--- src/sv/mcdg_pkg.sv ---
// Package: shared constants, types and small table functions for the calendar day generator.
package mcdg_pkg;

  localparam logic [13:0] YEAR_LIMIT    = 14'd9999;
  localparam logic [13:0] JULIAN_LAST   = 14'd1581;
  localparam logic [13:0] GREG_FIRST    = 14'd1582;
  // leaps of the Gregorian rule through 1581 plus the ten dropped days
  localparam logic [21:0] GREG_ADJUST   = 22'd393;
  localparam logic [12:0] RECIP_100     = 13'd5243;   // ceil(2^19 / 100)
  localparam logic [21:0] CYCLE_35      = 22'd35;

  localparam logic [4:0]  SETUP_LAST    = 5'd11;
  localparam logic [4:0]  REDUCE_TOP    = 5'd16;

  localparam logic        CMD_ADD_HOLIDAY = 1'b0;
  localparam logic        CMD_GENERATE    = 1'b1;

  localparam logic [2:0]  WD_SUN = 3'd0;
  localparam logic [2:0]  WD_FRI = 3'd5;
  localparam logic [2:0]  WD_SAT = 3'd6;
  localparam logic [2:0]  MK_LAST = 3'd4;

  localparam logic [1:0]  CLR_BLACK = 2'd0;
  localparam logic [1:0]  CLR_RED   = 2'd1;
  localparam logic [1:0]  CLR_GREEN = 2'd2;

  typedef enum logic [1:0] {
    ST_IDLE,
    ST_CALC,
    ST_EMIT
  } gen_state_t;

  typedef enum logic [1:0] {
    CP_IDLE,
    CP_SETUP,
    CP_REDUCE
  } calc_phase_t;

  typedef struct packed {
    logic       done;
    logic       leap;
    logic [5:0] rem35;
  } calc_stat_t;

  function automatic logic [4:0] month_len(input logic [3:0] m, input logic leap);
    logic [4:0] n;
    begin
      case (m)
        4'd2:                       n = leap ? 5'd29 : 5'd28;
        4'd4, 4'd6, 4'd9, 4'd11:    n = 5'd30;
        default:                    n = 5'd31;
      endcase
      return n;
    end
  endfunction

  function automatic logic [8:0] month_offset(input logic [3:0] m, input logic leap);
    logic [8:0] n;
    begin
      case (m)
        4'd1:    n = 9'd0;
        4'd2:    n = 9'd31;
        4'd3:    n = 9'd59;
        4'd4:    n = 9'd90;
        4'd5:    n = 9'd120;
        4'd6:    n = 9'd151;
        4'd7:    n = 9'd181;
        4'd8:    n = 9'd212;
        4'd9:    n = 9'd243;
        4'd10:   n = 9'd273;
        4'd11:   n = 9'd304;
        4'd12:   n = 9'd334;
        default: n = 9'd0;
      endcase
      if (leap && (m > 4'd2)) begin
        n = n + 9'd1;
      end
      return n;
    end
  endfunction

  // x below 42
  function automatic logic [2:0] mod7_small(input logic [5:0] x);
    logic [5:0] t;
    begin
      t = x;
      if (t >= 6'd35) t = t - 6'd35;
      if (t >= 6'd28) t = t - 6'd28;
      if (t >= 6'd14) t = t - 6'd14;
      if (t >= 6'd7)  t = t - 6'd7;
      return t[2:0];
    end
  endfunction

  // x below 40
  function automatic logic [2:0] mod5_small(input logic [5:0] x);
    logic [5:0] t;
    begin
      t = x;
      if (t >= 6'd20) t = t - 6'd20;
      if (t >= 6'd10) t = t - 6'd10;
      if (t >= 6'd5)  t = t - 6'd5;
      return t[2:0];
    end
  endfunction

endpackage

--- src/sv/mcdg_calc.sv ---
// Iterative day-count unit: day count before the month, reduced mod 35, plus leap flag.
module mcdg_calc (
  input  logic                   clk,
  input  logic                   rst_n,
  input  logic                   go,
  input  logic [13:0]            year,
  input  logic [3:0]             month,
  output mcdg_pkg::calc_stat_t   stat
);
  import mcdg_pkg::*;

  calc_phase_t phase_r, phase_nxt;
  logic [4:0]  step_r, step_nxt;
  logic [21:0] acc_r, acc_nxt;
  logic [6:0]  q_r, q_nxt;
  logic        leap_r, leap_nxt;
  logic        done_r, done_nxt;
  logic [13:0] yr_r;
  logic [13:0] ym1_r;
  logic [3:0]  mon_r;

  logic        greg;
  logic [13:0] jul;
  logic [13:0] mult_in;
  logic [26:0] prod;
  logic [13:0] q_x100;
  logic        rem100_zero;
  logic        leap_calc;
  logic [21:0] opnd;
  logic        do_sub;
  logic [21:0] alu_out;

  assign greg    = (ym1_r >= GREG_FIRST);
  assign jul     = (ym1_r > JULIAN_LAST) ? JULIAN_LAST : ym1_r;
  assign prod    = {13'd0, mult_in} * {14'd0, RECIP_100};
  assign q_x100  = (14'(q_r) << 6) + (14'(q_r) << 5) + (14'(q_r) << 2);
  assign rem100_zero = (yr_r == q_x100);
  assign leap_calc = (yr_r > JULIAN_LAST)
                   ? ((yr_r[1:0] == 2'd0) && (!rem100_zero || (q_r[1:0] == 2'd0)))
                   : (yr_r[1:0] == 2'd0);
  assign alu_out = do_sub ? (acc_r - opnd) : (acc_r + opnd);

  always_comb begin
    unique case (step_r)
      5'd0:    mult_in = yr_r;
      5'd2:    mult_in = ym1_r >> 2;
      default: mult_in = ym1_r;
    endcase
  end

  // operand select for the shared add/subtract unit
  always_comb begin
    opnd   = '0;
    do_sub = 1'b0;
    if (phase_r == CP_REDUCE) begin
      opnd   = CYCLE_35 << step_r;
      do_sub = (acc_r >= opnd);
      if (!do_sub) opnd = '0;
    end else begin
      case (step_r)
        5'd0:  opnd = 22'(ym1_r);
        5'd1:  opnd = 22'(ym1_r) << 2;
        5'd2:  begin opnd = greg ? 22'(q_r) : '0; do_sub = 1'b1; end
        5'd3:  opnd = greg ? 22'(q_r) : '0;
        5'd4:  opnd = 22'(ym1_r) << 5;
        5'd5:  opnd = 22'(ym1_r) << 6;
        5'd6:  opnd = 22'(ym1_r) << 8;
        5'd7:  opnd = 22'(jul >> 2);
        5'd8:  opnd = greg ? 22'(ym1_r >> 2) : '0;
        5'd9:  begin opnd = greg ? GREG_ADJUST : '0; do_sub = 1'b1; end
        5'd10: opnd = 22'(ym1_r) << 3;
        5'd11: opnd = 22'(month_offset(mon_r, leap_r));
        default: opnd = '0;
      endcase
    end
  end

  always_comb begin
    phase_nxt = phase_r;
    step_nxt  = step_r;
    acc_nxt   = acc_r;
    q_nxt     = q_r;
    leap_nxt  = leap_r;
    done_nxt  = 1'b0;
    unique case (phase_r)
      CP_IDLE: begin
        if (go) begin
          phase_nxt = CP_SETUP;
          step_nxt  = '0;
          acc_nxt   = '0;
        end
      end
      CP_SETUP: begin
        acc_nxt = alu_out;
        if (step_r <= 5'd2) q_nxt = prod[25:19];
        if (step_r == 5'd1) leap_nxt = leap_calc;
        if (step_r == SETUP_LAST) begin
          phase_nxt = CP_REDUCE;
          step_nxt  = REDUCE_TOP;
        end else begin
          step_nxt = step_r + 5'd1;
        end
      end
      CP_REDUCE: begin
        acc_nxt = alu_out;
        if (step_r == 5'd0) begin
          phase_nxt = CP_IDLE;
          done_nxt  = 1'b1;
        end else begin
          step_nxt = step_r - 5'd1;
        end
      end
      default: phase_nxt = CP_IDLE;
    endcase
  end

  always_ff @(posedge clk) begin
    if (!rst_n) begin
      phase_r <= CP_IDLE;
      step_r  <= '0;
      done_r  <= 1'b0;
    end else begin
      phase_r <= phase_nxt;
      step_r  <= step_nxt;
      done_r  <= done_nxt;
    end
  end

  always_ff @(posedge clk) begin
    acc_r  <= acc_nxt;
    q_r    <= q_nxt;
    leap_r <= leap_nxt;
    if (go && (phase_r == CP_IDLE)) begin
      yr_r  <= year;
      ym1_r <= year - 14'd1;
      mon_r <= month;
    end
  end

  assign stat.done  = done_r;
  assign stat.leap  = leap_r;
  assign stat.rem35 = acc_r[5:0];

`ifndef SYNTH
  a_done_pulse: assert property (@(posedge clk) disable iff (!rst_n)
    done_r |=> !done_r) else $error("calc done held");
  a_rem_range: assert property (@(posedge clk) disable iff (!rst_n)
    done_r |-> (acc_r < CYCLE_35)) else $error("remainder not reduced");
  a_reduce_order: assert property (@(posedge clk) disable iff (!rst_n)
    (phase_r == CP_REDUCE) |-> $past(phase_r == CP_SETUP || phase_r == CP_REDUCE))
    else $error("reduce entered out of order");
`endif

endmodule

--- src/sv/month_calendar_day_generator_unit.sv ---
// Top level: command decode, holiday bitmap and per-day result sequencer.
// A generate beat runs the day-count unit, then the block shows one day result per cycle;
//   busy stays high through the calculation and while the month's days are emitted.
// The day-count unit is iterative: 12 add/sub steps, then a
//   17-step compare-subtract reduction mod 35 on one shared 22-bit adder.
// Add-holiday beats and generate beats with a bad month never start the day-count unit.
// Reset (rst_n low, synchronous) clears the bitmap and the sequencer; no clear sweep.
module month_calendar_day_generator_unit (
  input  logic        clk,
  input  logic        rst_n,
  input  logic        start,
  output logic        busy,
  input  logic        in_command,
  input  logic [13:0] in_year,
  input  logic [3:0]  in_month,
  input  logic [4:0]  in_day,
  output logic        out_valid,
  output logic [4:0]  out_day_of_month,
  output logic [2:0]  out_weekday,
  output logic [2:0]  out_market_day,
  output logic [2:0]  out_week_row,
  output logic        out_holiday_flag,
  output logic [1:0]  out_color_class,
  output logic        out_last_day
);
  import mcdg_pkg::*;

  gen_state_t  state_r, state_nxt;

  // holiday bitmap: one 31-bit row per month, read at the current month only
  logic [30:0] hmap_r [12];

  logic [3:0]  mon_idx_r;     // month - 1
  logic [3:0]  month_r;
  logic [4:0]  len_r;
  logic [4:0]  day_r;
  logic [2:0]  wd_r;
  logic [2:0]  mk_r;
  logic [2:0]  row_r;

  logic        out_valid_r;
  logic [4:0]  out_dom_r;
  logic [2:0]  out_wd_r;
  logic [2:0]  out_mk_r;
  logic [2:0]  out_row_r;
  logic        out_hol_r;
  logic [1:0]  out_clr_r;
  logic        out_last_r;

  logic        accept;
  logic        month_ok;
  logic        gen_go;
  logic [13:0] year_sat;
  logic        hol_now;
  logic        last_now;
  logic [1:0]  clr_now;
  calc_stat_t  calc_stat;

  assign accept   = start && !busy;
  assign month_ok = (in_month >= 4'd1) && (in_month <= 4'd12);
  assign gen_go   = accept && month_ok && (in_command == CMD_GENERATE);
  assign year_sat = (in_year == 14'd0) ? 14'd1
                  : ((in_year > YEAR_LIMIT) ? YEAR_LIMIT : in_year);

  assign hol_now  = hmap_r[mon_idx_r][day_r - 5'd1];
  assign last_now = (day_r == len_r);
  always_comb begin
    if (hol_now || (wd_r == WD_SUN)) clr_now = CLR_RED;
    else if (wd_r == WD_FRI)         clr_now = CLR_GREEN;
    else                             clr_now = CLR_BLACK;
  end

  mcdg_calc u_calc (
    .clk   (clk),
    .rst_n (rst_n),
    .go    (gen_go),
    .year  (year_sat),
    .month (in_month),
    .stat  (calc_stat)
  );

  // sequencer
  always_comb begin
    state_nxt = state_r;
    unique case (state_r)
      ST_IDLE: if (gen_go) state_nxt = ST_CALC;
      ST_CALC: if (calc_stat.done) state_nxt = ST_EMIT;
      ST_EMIT: if (last_now) state_nxt = ST_IDLE;
      default: state_nxt = ST_IDLE;
    endcase
  end

  always_ff @(posedge clk) begin
    if (!rst_n) begin
      state_r     <= ST_IDLE;
      out_valid_r <= 1'b0;
      for (int i = 0; i < 12; i++) hmap_r[i] <= '0;
    end else begin
      state_r     <= state_nxt;
      out_valid_r <= (state_r == ST_EMIT);
      if (accept && month_ok && (in_command == CMD_ADD_HOLIDAY) && (in_day != 5'd0)) begin
        hmap_r[in_month - 4'd1][in_day - 5'd1] <= 1'b1;
      end
    end
  end

  // day counters and result beat registers
  always_ff @(posedge clk) begin
    if (gen_go) begin
      month_r   <= in_month;
      mon_idx_r <= in_month - 4'd1;
    end
    if ((state_r == ST_CALC) && calc_stat.done) begin
      // day 1 has count base + 1: weekday (base + 6) mod 7, market (base + 1) mod 5
      wd_r  <= mod7_small(calc_stat.rem35 + 6'd6);
      mk_r  <= mod5_small(calc_stat.rem35 + 6'd1);
      day_r <= 5'd1;
      row_r <= '0;
      len_r <= month_len(month_r, calc_stat.leap);
    end
    if (state_r == ST_EMIT) begin
      out_dom_r  <= day_r;
      out_wd_r   <= wd_r;
      out_mk_r   <= mk_r;
      out_row_r  <= row_r;
      out_hol_r  <= hol_now;
      out_clr_r  <= clr_now;
      out_last_r <= last_now;
      day_r <= day_r + 5'd1;
      wd_r  <= (wd_r == WD_SAT) ? WD_SUN : wd_r + 3'd1;
      mk_r  <= (mk_r == MK_LAST) ? 3'd0 : mk_r + 3'd1;
      if (wd_r == WD_SAT) row_r <= row_r + 3'd1;
    end
  end

  assign busy             = (state_r != ST_IDLE);
  assign out_valid        = out_valid_r;
  assign out_day_of_month = out_dom_r;
  assign out_weekday      = out_wd_r;
  assign out_market_day   = out_mk_r;
  assign out_week_row     = out_row_r;
  assign out_holiday_flag = out_hol_r;
  assign out_color_class  = out_clr_r;
  assign out_last_day     = out_last_r;

`ifndef SYNTH
  a_beat_from_emit: assert property (@(posedge clk) disable iff (!rst_n)
    out_valid_r |-> $past(state_r == ST_EMIT)) else $error("result beat outside emit");
  a_last_ends: assert property (@(posedge clk) disable iff (!rst_n)
    (out_valid_r && out_last_r) |=> !out_valid_r) else $error("beat after last day");
  a_fields_range: assert property (@(posedge clk) disable iff (!rst_n)
    out_valid_r |-> (out_wd_r <= WD_SAT && out_mk_r <= MK_LAST && out_dom_r != 5'd0))
    else $error("day fields out of range");
  a_emit_busy: assert property (@(posedge clk) disable iff (!rst_n)
    (state_r == ST_EMIT) |-> busy) else $error("not busy while emitting");
`endif

endmodule

--- config.mk ---
export PLATFORM = sky130hd
export DESIGN_NAME = month_calendar_day_generator_unit
export DESIGN_NICKNAME = d
export VERILOG_FILES = /design/src/sv/mcdg_pkg.sv /design/src/sv/mcdg_calc.sv /design/src/sv/month_calendar_day_generator_unit.sv
export SDC_FILE = /design/constraint.sdc
export NUM_CORES = 1
export LEC_CHECK = 0
export CORE_AREA = 2 2 300 302
export DETAILED_ROUTE_END_ITERATION = 12
export DIE_AREA = 0 0 302 304
export DONT_BUFFER_PORTS = 1
export PLACE_DENSITY = 0.5
export REMOVE_ABC_BUFFERS = 1
export SYNTH_ARGS = -nofsm -noshare
export SYNTH_HDL_FRONTEND = slang
export SYNTH_SLANG_ARGS = --single-unit
--- constraint.sdc ---
create_clock -name clk -period 9.3 [get_ports clk]
set_input_delay 0.465 -clock clk [delete_from_list [all_inputs] [get_ports clk]]
set_output_delay 0.465 -clock clk [all_outputs]
set_load 0.02 [all_outputs]
**Yosys cells after proc, flatten, opt, wreduce, memory -nomap -nowiden**

Memory sizes are Yosys's and may differ from the RTL's. A register that Yosys moved wholly into a read port is not among the register bits.
Cells that the tools add are included.
Widths: inputs -> output; s select.

- Register bits: 118
- Bits in latches: 0
- Bits in writable memories: 372
- Memory bits (read-only): 144
- Logic and storage cells: 214
- Memories: 2

Memories:

| name | depth | bits a word | read ports | clocked after Yosys merged registers in | wr ports | RTL line | source |
|---|---|---|---|---|---|---|---|
| hmap_r | 12 | 31 | 1 | 1 | 12 | month_calendar_day_generator_unit.sv:31 | `logic [30:0] hmap_r [12];` |
| (name not given) | 16 | 9 | 1 | 1 | 0 | mcdg_pkg.sv:60 | `case (m)` |

- Add/sub/neg operators: 24
- Multipliers: 1
- Div/mod/pow operators: 0
- $lt $le $gt $ge: 19
- Equal/unequal tests: 32
- Shift operators: 1
- Multiplexer cells: 70
- Bitwise logic cells: 1
- Reductions and logical operators: 39

Operator list:

| kind | count |
|---|---|
| $pmux 22 s11 | 1 |
| $mux 31 | 3 |
| $mux 22 | 4 |
| $mux 6 | 10 |
| $pmux 22 s2 | 1 |
| $mux 14 | 3 |
| $mux 9 | 4 |
| $mux 3 | 11 |
| $reduce_or 31->1 | 1 |
| $gt 14x11->1 const B | 2 |
| $pmux 14 s2 | 1 |
| $mul 14x13->26 const B | 1 |
| $mux 5 | 5 |
| $add 22x22->22 | 1 |
| $ge 22x22->1 | 1 |
| $shl 6x5->22 const A | 1 |
| $sub 22x22->22 | 1 |
| $eq 5x3->1 const B | 4 |
| $eq 5x4->1 const B | 4 |
| $pmux 5 s3 | 1 |
| $sub 5x1->5 const B | 3 |
| $add 13x12->14 | 1 |
| $add 14x9->14 | 1 |
| $eq 14x14->1 | 1 |
| 58 further kinds | 121 |

**Depth between registers and ports, before layout**

Gate-level depths: netlist of run 1.

- Depth in word-level cells: 14
- Depth in mapped cells: 32
- Mapped depth without buffers: 29

**Hierarchy**

A second synthesis of run 1 with hierarchy kept.

- Cell total of the unflattened synthesis: 3335
- Area, all modules: 33175.6 um^2

By module, submodules not included:

| module | times used | cells each | area each (um^2) |
|---|---|---|---|
| month_calendar_day_generator_unit | 1 | 2098 | 22097.4 |
| mcdg_calc | 1 | 1237 | 11078.1 |

**Least setup slack after synthesis of run 1**

No wires, ideal clock.

- Path kind: register to register
- From: reg u_calc.step_r[1]
- To: reg u_calc.q_r[6], data pin
- Setup time: 0.260 ns
- Arrival: 6.315 ns
- Data required time: 9.040 ns
- Path slack: 2.725 ns
- Cell stages (with the launch flop): 29
- Buffers on the path: 2
- Clock period less this slack: 6.575 ns
- Cell sequence: dfxtp_1 inv_1 ha_1 nor4b_2 clkbuf_1 nor2_1 clkbuf_1 nand2_1 nand2_1 ha_1 fa_1 inv_1 fa_1 inv_1 ha_1 inv_1 fa_1 inv_1 ha_1 a21o_1 a21oi_1 nor2b_1 o21ai_0 o211ai_1 a211o_1 a41oi_1 a211o_1 o21bai_1 xnor2_1

- Word-level cells in the longest chain between the ends: 3

RTL lines:

| item | RTL line | source |
|---|---|---|
| start, declared | mcdg_calc.sv:13 | `logic [4:0] step_r, step_nxt;` |
| start signal, assigned | mcdg_calc.sv:124 | `step_r <= step_nxt;` |
| $eq 5x2->1 or $logic_not 5->1 (tied branches) | mcdg_calc.sv:44 | `unique case (step_r)` |
| $pmux 14 s2 * | mcdg_calc.sv:44 |  |
| $mul 14x13->26 * | mcdg_calc.sv:35 | `assign prod = {13'd0, mult_in} * {14'd0, RECIP_100};` |
| via u_calc.prod[25] | mcdg_calc.sv:25 | `logic [26:0] prod;` |
| end signal, assigned | mcdg_calc.sv:131 | `q_r <= q_nxt;` |
| end, declared | mcdg_calc.sv:15 | `logic [6:0] q_r, q_nxt;` |

The timed path passes the listed nets; every way through them passes the cells marked *.
A chain may end at the register's enable or synchronous reset.

**Worst setup path after layout of run 1**

Same ends and word-level chain as after synthesis.

==> impl_metrics.yaml, run 1 <==
detailed_routing:
  dr.pass1.iters: 7
  drt_iter0_markers: 1799
  drc: 0
  wirelength_um: 92400
  vias_per_cell: 5.59
  dr_total_vias: 24600
  ant_nets: 0
  wl_per_cell_um: 21.0
hold_path:
  min_delay_worst_endpoint: "u_calc.yr_r[3]"
  min_path_type: "input port to flip-flop"
  worstHoldStart: "in_year[3]"
  hold_depth: 1
critical_path:
  cp_slowest_stage_delay_ns: 0.71
  worstPathCellList: "inv_1 > ha_1 > nor4b_4 > nor2_1 > a22oi_1 > inv_1 > ha_1 > ha_1 > inv_1 > fa_1 > inv_1 > fa_1 > fa_1 > ha_1 > a211oi_1 > o211ai_1 > a211o_1 > a41oi_1 > a211o_1 > o21bai_1 > xnor2_1"
  worstPathMaxFanout: 16
  cp_data_required_time_ns: 9.66
  path_depth: 21
  ff2ff_path_depth: 21
  rr_startpoint: "u_calc.step_r[1]"
  rrSetupSlack_ns: 1.87
  critPathTopFamily: "adder cells"
  path_class: "flip-flop to flip-flop"
  rr_endpoint: "u_calc.q_r[6]"
  startpoint_type: "flip-flop"
  critPathBufInv: 4
  cp_data_arrival_time_ns: 7.79
  slowest_stage: "a22oi_1"
  cp-end-kind: "flip-flop"
sta:
  report.final.slew_viol_count: 0
  fin_skew_ns: 0.0430
  finalSetupViolCount: 0
  slew_headroom_pct: 20.6
  final.setup.tns_ns: 0
  period_needed_ns: 7.43
  worst_slew_pin_slew_ns: 1.16
  finalHoldViolCount: 0
  rsz0062_at_grt: "false"
  hold_slack_ns: 0.0376
  fin_crit_sh_pct: 79.9
  timing.fmax_mhz: 135
layout:
  nNetsFinal: 3454
  fillerInstances: 8510
  area_growth_pct: 10.4
  drive_above_1_share_pct: 11.0
  final_core_util_pct: 40.5
clock_network:
  htreeDepth: 3
  clk_latency_ns: 0.64
  clock-root-buffer: "clkbuf_16"
  cts_tree: "built"
  ctsLongestPathBuffers: 3
  cts.sinks: 624
  cts_resized: 0
  numCtsBuffers: 72
  clk_pin_slew_ns: 0.06
floorplan:
  core_area_mm2: 0.0890
  rows: 110
  dieArea_mm2: 0.0918
  ios: 47
  die-height_um: 304
  start_util_pct: 36.6
  die_w_um: 302
pwr:
  p_switching_mw: 2.00
  power_density_mw_per_mm2: 197
  power.share.sequential_pct: 40.4
  comb_power_share_pct: 18.7
  clockPowerShare_pct: 40.9
  p_leak_nw: 13.4
  ir_drop_v: 0.000193
  p_int_mw: 5.10
  sw_frac_of_total_pct: 28.2
synthesis:
  yosys_warnings: 0
  syn_area_mm2: 0.0326
  syn_inst: 3277
  async_reset_ff_share_pct: 0
  synth_cell_types: 75
  ys_seq_area_share_pct: 41.4
  synth_enable_flop_cells: 101
  ys.flop_type: "dfxtp_1"
  synth.avg_cell_area_um2: 9.95
  ys_ff_latch: 624
global_routing:
  grt_max_degree: 383
  grt_pass1_wl_um: 145000
  antenna_found_initial: 4
  grt_pass1_vias: 24500
  overflow: 0
  gr-usage-all-layers_pct: 20.2
placed_design:
  port_buffers: 0
  gp_congestion: 0.879
  dp_hpwl_um: 58800
run_status:
  status: "completed"
job:
  drv_cap: 0
[Yosys cell counts, drive strengths merged, types with 12 or more instances]
master	n	area (um2)
o21bai	127	953
nand2	545	2050
mux4	164	3690
xnor2	57	499
a21oi	86	430
edfxtp	101	3030
a31oi	23	144
nand3	33	165
and2	18	113
buf	32	165
nand4	13	81.3
o21ai	440	2200
inv	157	589
nand2b	17	106
nor2b	23	144
a21o	20	150
mux2i	14	140
fa	67	1340
and3	20	125
nor3	31	155
nor2	105	394
dfxtp	523	10500
a22oi	34	255
clkbuf	190	713
ha	194	2430
a21boi	12	90.1
a32o	13	130
xor2	44	385
[cells by family after synthesis]
logic type	synth area share, %
muxes	12.0
adders and majority gates	11.6
DFF	41.4
xor gates and xnor gates	2.71
buffers and inverters	4.50
and+or+nand+nor	11.6
AOI/OAI and AO/OA	16.2
[power groups by stage]
stage	clock (mW)	combinational [mW]	sequential, mW
floorplan	0	0.973	2.93
CTS	2.97	1.35	2.87
global route	3.08	1.55	2.88
finish	2.90	1.33	2.87
detailed placement	0	1.33	2.93
global placement	0	1.31	2.93
[registers in the layout, indices dropped and copies added (netlist names), 4 cells and up, named ones only]
register and cells:
u_calc.q_r 7, month_r 4, u_calc.yr_r 14, mon_idx_r 4, hmap_r 496, u_calc.mon_r 4, u_calc.acc_r 22, day_r 5
u_calc.step_r 5, u_calc.ym1_r 14, out_day_of_month 5
[metrics by stage]
step | std cells | total power [mW] | setup WS [ns] | instance area (um2)
after global routing | 4398 | 7.51 | 1.32 | 36000
after global placement | 4262 | 4.23 | 1.99 | 33500
after CTS | 4398 | 7.19 | 1.79 | 36000
final | 4399 | 7.10 | 1.87 | 36000
after floorplan | 3055 | 3.91 | 1.66 | 31700
after detailed placement | 4262 | 4.26 | 1.81 | 33500
[layout make-up]
class                           instances  area, um2  area share (%)
Multi-Input combinational cell       2274      17700            49.1
Sequential cell                       624      13500            37.5
Clock buffer                          102       2090            5.79
Tap cell                             1176       1470            4.08
Inverter                              157        589            1.64
Clock inverter                         28        369            1.02
Timing Repair Buffer                   37        305           0.848
Antenna cell                            1       2.50         0.00695
[timing repair]
action	CTS	global route
endpoints found under the hold margin	13	0
hold buffers	6	0
setup buffers	0	0
[cells in the final DEF, fill, tap and decap left out, drive strengths merged, types with 20 or more instances in the layout]
| cell | count |
|---|---|
| dfxtp | 523 |
| a21o | 20 |
| nand3 | 33 |
| clkbuf | 102 |
| o21bai | 127 |
| nor2b | 23 |
| xnor2 | 57 |
| fa | 67 |
| mux4 | 164 |
| nand2 | 545 |
| xor2 | 44 |
| buf | 31 |
| a21oi | 86 |
| ha | 194 |
| o21ai | 440 |
| inv | 161 |
| and3 | 20 |
| nor2 | 105 |
| a31oi | 23 |
| a22oi | 34 |
| nor3 | 31 |
| edfxtp | 101 |
[layer usage]
metal | vias up | wire length, um | global-route usage, %
met1 | 12200 | 41400 | 28.0
li1 | 11500 | - | -
met4 | 4 | 2310 | 5.63
met3 | 159 | 5610 | 3.26
met5 | - | 27 | 0
met2 | 738 | 43000 | 32.3
[how the worst max path moves through the flow]
| stage | start | endpoint | slack [ns] |
|---|---|---|---|
| global route | u_calc.step_r[1] | u_calc.q_r[6] | 1.32 |
| detailed placement | u_calc.step_r[1] | u_calc.q_r[6] | 1.81 |
| finish | u_calc.step_r[1] | u_calc.q_r[6] | 1.87 |
| global placement | u_calc.step_r[1] | u_calc.q_r[6] | 1.99 |
| CTS | u_calc.step_r[1] | u_calc.q_r[6] | 1.79 |
| floorplan | flip-flop | out_color_class[0] | 1.66 |
No activity file was read; power rests on OpenSTA's default activity.
==> inputs of run 2 (changes only) <==
ABC_AREA = 1   (was default)
CORE_AREA = 2 2 305 307   (was 2 2 300 302)
DIE_AREA = 0 0 307 309   (was 0 0 302 304)
PLACE_DENSITY = 0.52   (was 0.5)
clock period = 6.8 ns   (was 9.3 ns; I/O delays follow)
==> run 2 against run 1 <==
The flow now finishes with violations (slew limit). Via count increased by 18%. Routed wire length increased by 14%. Non-clock buffer count increased by 28. Clock-buffer cell count unchanged. Maximum frequency increased by 18%. Largest power group is now combinational cells. Highest routed layer is now met4.
==> impl_metrics.yaml, run 2 <==
detailed_routing:
  drc: 0
  wirelength_um: 105000
  wl_per_cell_um: 19.5
  drt_iter0_markers: 2466
  dr.pass1.iters: 6
  ant_nets: 0
  dr_total_vias: 29000
  vias_per_cell: 5.38
synthesis:
  synth_cell_types: 54
  synth_area_leader_cell: "dfxtp_1"
  synth_enable_flop_cells: 101
  ys.flop_type: "dfxtp_1"
  async_reset_ff_share_pct: 0
  ys_ff_latch: 624
  ys_seq_area_share_pct: 40.3
  synthTopCellsByCount: "nand2_1 (691), o21ai_0 (678), dfxtp_1 (523), inv_1 (421), nor2_1 (305)"
  yosysMostFrequentCell: "nand2_1"
  syn_area_mm2: 0.0335
  synth.avg_cell_area_um2: 7.87
  yosys_warnings: 0
  synth_top_cell_area_share_pct: 31.2
  syn_inst: 4260
  synth_area_leaders: "dfxtp_1 (31%), o21ai_0 (10%), edfxtp_1 (9.0%)"
placed_design:
  port_buffers: 0
  dp_hpwl_um: 63100
  place_inst: 5235
  dpl_worst_slack_ns: 0.494
  place_area_mm2: 0.0344
  gp_congestion: 0.907
sta:
  worst_slew_pin_slew_ns: 1.70
  slew_headroom_pct: -13.6
  fin_skew_ns: 0.0401
  final.setup.worst_slack_ns: 0.484
  finalSetupViolCount: 0
  report.final.slew_viol_count: 137
  rsz0062_at_grt: "false"
  final.setup.tns_ns: 0
  finalHoldViolCount: 0
  period_needed_ns: 6.32
  timing.fmax_mhz: 158
  fin_crit_sh_pct: 92.9
global_routing:
  grt_pass1_wl_um: 163000
  antenna_found_initial: 0
  grt_max_degree: 295
  grt_pass1_vias: 27500
  gr-usage-all-layers_pct: 21.8
  overflow: 0
floorplan:
  die_w_um: 307
  ios: 47
  rows: 111
  start_util_pct: 36.7
  dieArea_mm2: 0.0949
  core_area_mm2: 0.0914
  die-height_um: 309
pwr:
  p_switching_mw: 9.76
  p_leak_nw: 14.9
  comb_power_share_pct: 61.0
  ir_drop_v: 0.00104
  clockPowerShare_pct: 18.6
  sw_frac_of_total_pct: 45.6
  power.share.sequential_pct: 20.4
  p_int_mw: 11.7
  power_density_mw_per_mm2: 578
layout:
  reg_top3: "hmap_r x496, u_calc.acc_r x22"
  area_growth_pct: 10.5
  postLayoutCellArea_mm2: 0.0371
  top_register: "hmap_r"
  final_core_util_pct: 40.6
  nNetsFinal: 4430
  layout_common_cells: "o21ai_0 (677), nand2_1 (674), dfxtp_1 (520)"
  finalNonFillerCells: 5387
  final_common_cell: "o21ai_0"
  largest_reg_flops: 496
  drive_above_1_share_pct: 6.21
critical_path:
  worstPathMaxFanout: 15
  cp-end-kind: "flip-flop"
  cp_data_arrival_time_ns: 6.70
  path_class: "flip-flop to flip-flop"
  rrSetupSlack_ns: 0.48
  cp_data_required_time_ns: 7.18
  startpoint_type: "flip-flop"
clock_network:
  numCtsBuffers: 73
  clk_pin_slew_ns: 0.06
  clk_latency_ns: 0.64
  cts.sinks: 624
  htreeDepth: 3
  clock-root-buffer: "clkbuf_16"
  cts_tree: "built"
  ctsLongestPathBuffers: 3
run_status:
  status: "complete, but fails checks"
  violations: "slew limit"
hold_path:
  min_path_type: "input port to flip-flop"
job:
  drv_cap: 0
[run 2: final timing paths]
check	start	end	cells past startpoint
setup reg to reg	u_calc.step_r[2]	u_calc.q_r[5]	24
hold / removal	in_month[2]	flip-flop	2
hold reg to reg	hmap_r[13][27]	hmap_r[13][27]	2
setup / recovery	u_calc.step_r[2]	u_calc.q_r[5]	24
[run 2: metrics by stage]
stage               total power, mW  hold WS [ns]
finish                         21.4        0.0550
detailed placement             17.5         0.418
floorplan                      14.4         0.403
global placement               17.5         0.410
global route                   23.8        0.0521
CTS                            21.6        0.0138
[run 2: power groups by stage]
stage               Clock [mW]  Sequential [mW]  Combinational, mW
floorplan                    0             4.40               10.0
global placement             0             4.46               13.0
detailed placement           0             4.46               13.0
CTS                       4.07             4.38               13.2
global route              4.23             4.40               15.1
finish                    3.98             4.38               13.1
[run 2: cell type report]
cell class,count,area [um2]
Fill cell,9482,54300
Multi-Input combinational cell,2941,17400
Sequential cell,624,13500
Clock buffer,102,2030
Inverter,437,1650
Tap cell,1186,1480
Timing Repair Buffer,65,563
Clock inverter,31,419
Antenna cell,1,2.50
[run 2: cell families (layout without fill, tap and decap cells)]
group / Yosys count / count (layout) / synth area share [%]
DFF: 624 / 624 / 40.3
other: 0 / 1 / 0
adders and majority gates: 261 / 261 / 11.2
buffers and inverters: 695 / 635 / 7.99
xor gates and xnor gates: 74 / 74 / 1.98
and+or+nand+nor: 1322 / 1322 / 16.7
muxes: 1 / 1 / 0.0336
AOI/OAI and AO/OA: 1283 / 1283 / 21.8
[run 2: repair_timing]
| item | in CTS | in global routing |
|---|---|---|
| resized for setup | 0 | 1 |
| hold buffers | 18 | 0 |
| setup buffers | 0 | 0 |
| endpoints found under the hold margin | 320 | 0 |
| endpoints found under the setup margin | 0 | 1 |
[run 2: per-layer routing]
| metal | routed length, um | global-route usage (%) | share of wire, % |
|---|---|---|---|
| met1 | 47700 | 29.6 | 46 |
| met2 | 49200 | 37.0 | 47 |
| met3 | 5140 | 2.44 | 4.9 |
| met4 | 2770 | 5.75 | 2.6 |
| met5 | 0 | 0 | 0 |
[run 2: worst max-delay path, cell delays in order, from the launching register on]
cell	delay (ns)
dfxtp_1	0.66
inv_2	0.19
nand2_1	0.14
nor2_1	0.07
inv_1	0.31
o21ai_0	0.13
a21oi_1	0.25
inv_1	0.24
fa_1	0.52
ha_1	0.32
fa_1	0.46
fa_1	0.54
fa_1	0.50
ha_1	0.33
nand2_1	0.10
inv_1	0.05
nand3_1	0.09
a21oi_1	0.05
a211oi_1	0.21
nand3_1	0.21
nand3_1	0.12
inv_1	0.05
or2_2	0.29
a21oi_1	0.17
xnor2_1	0.08
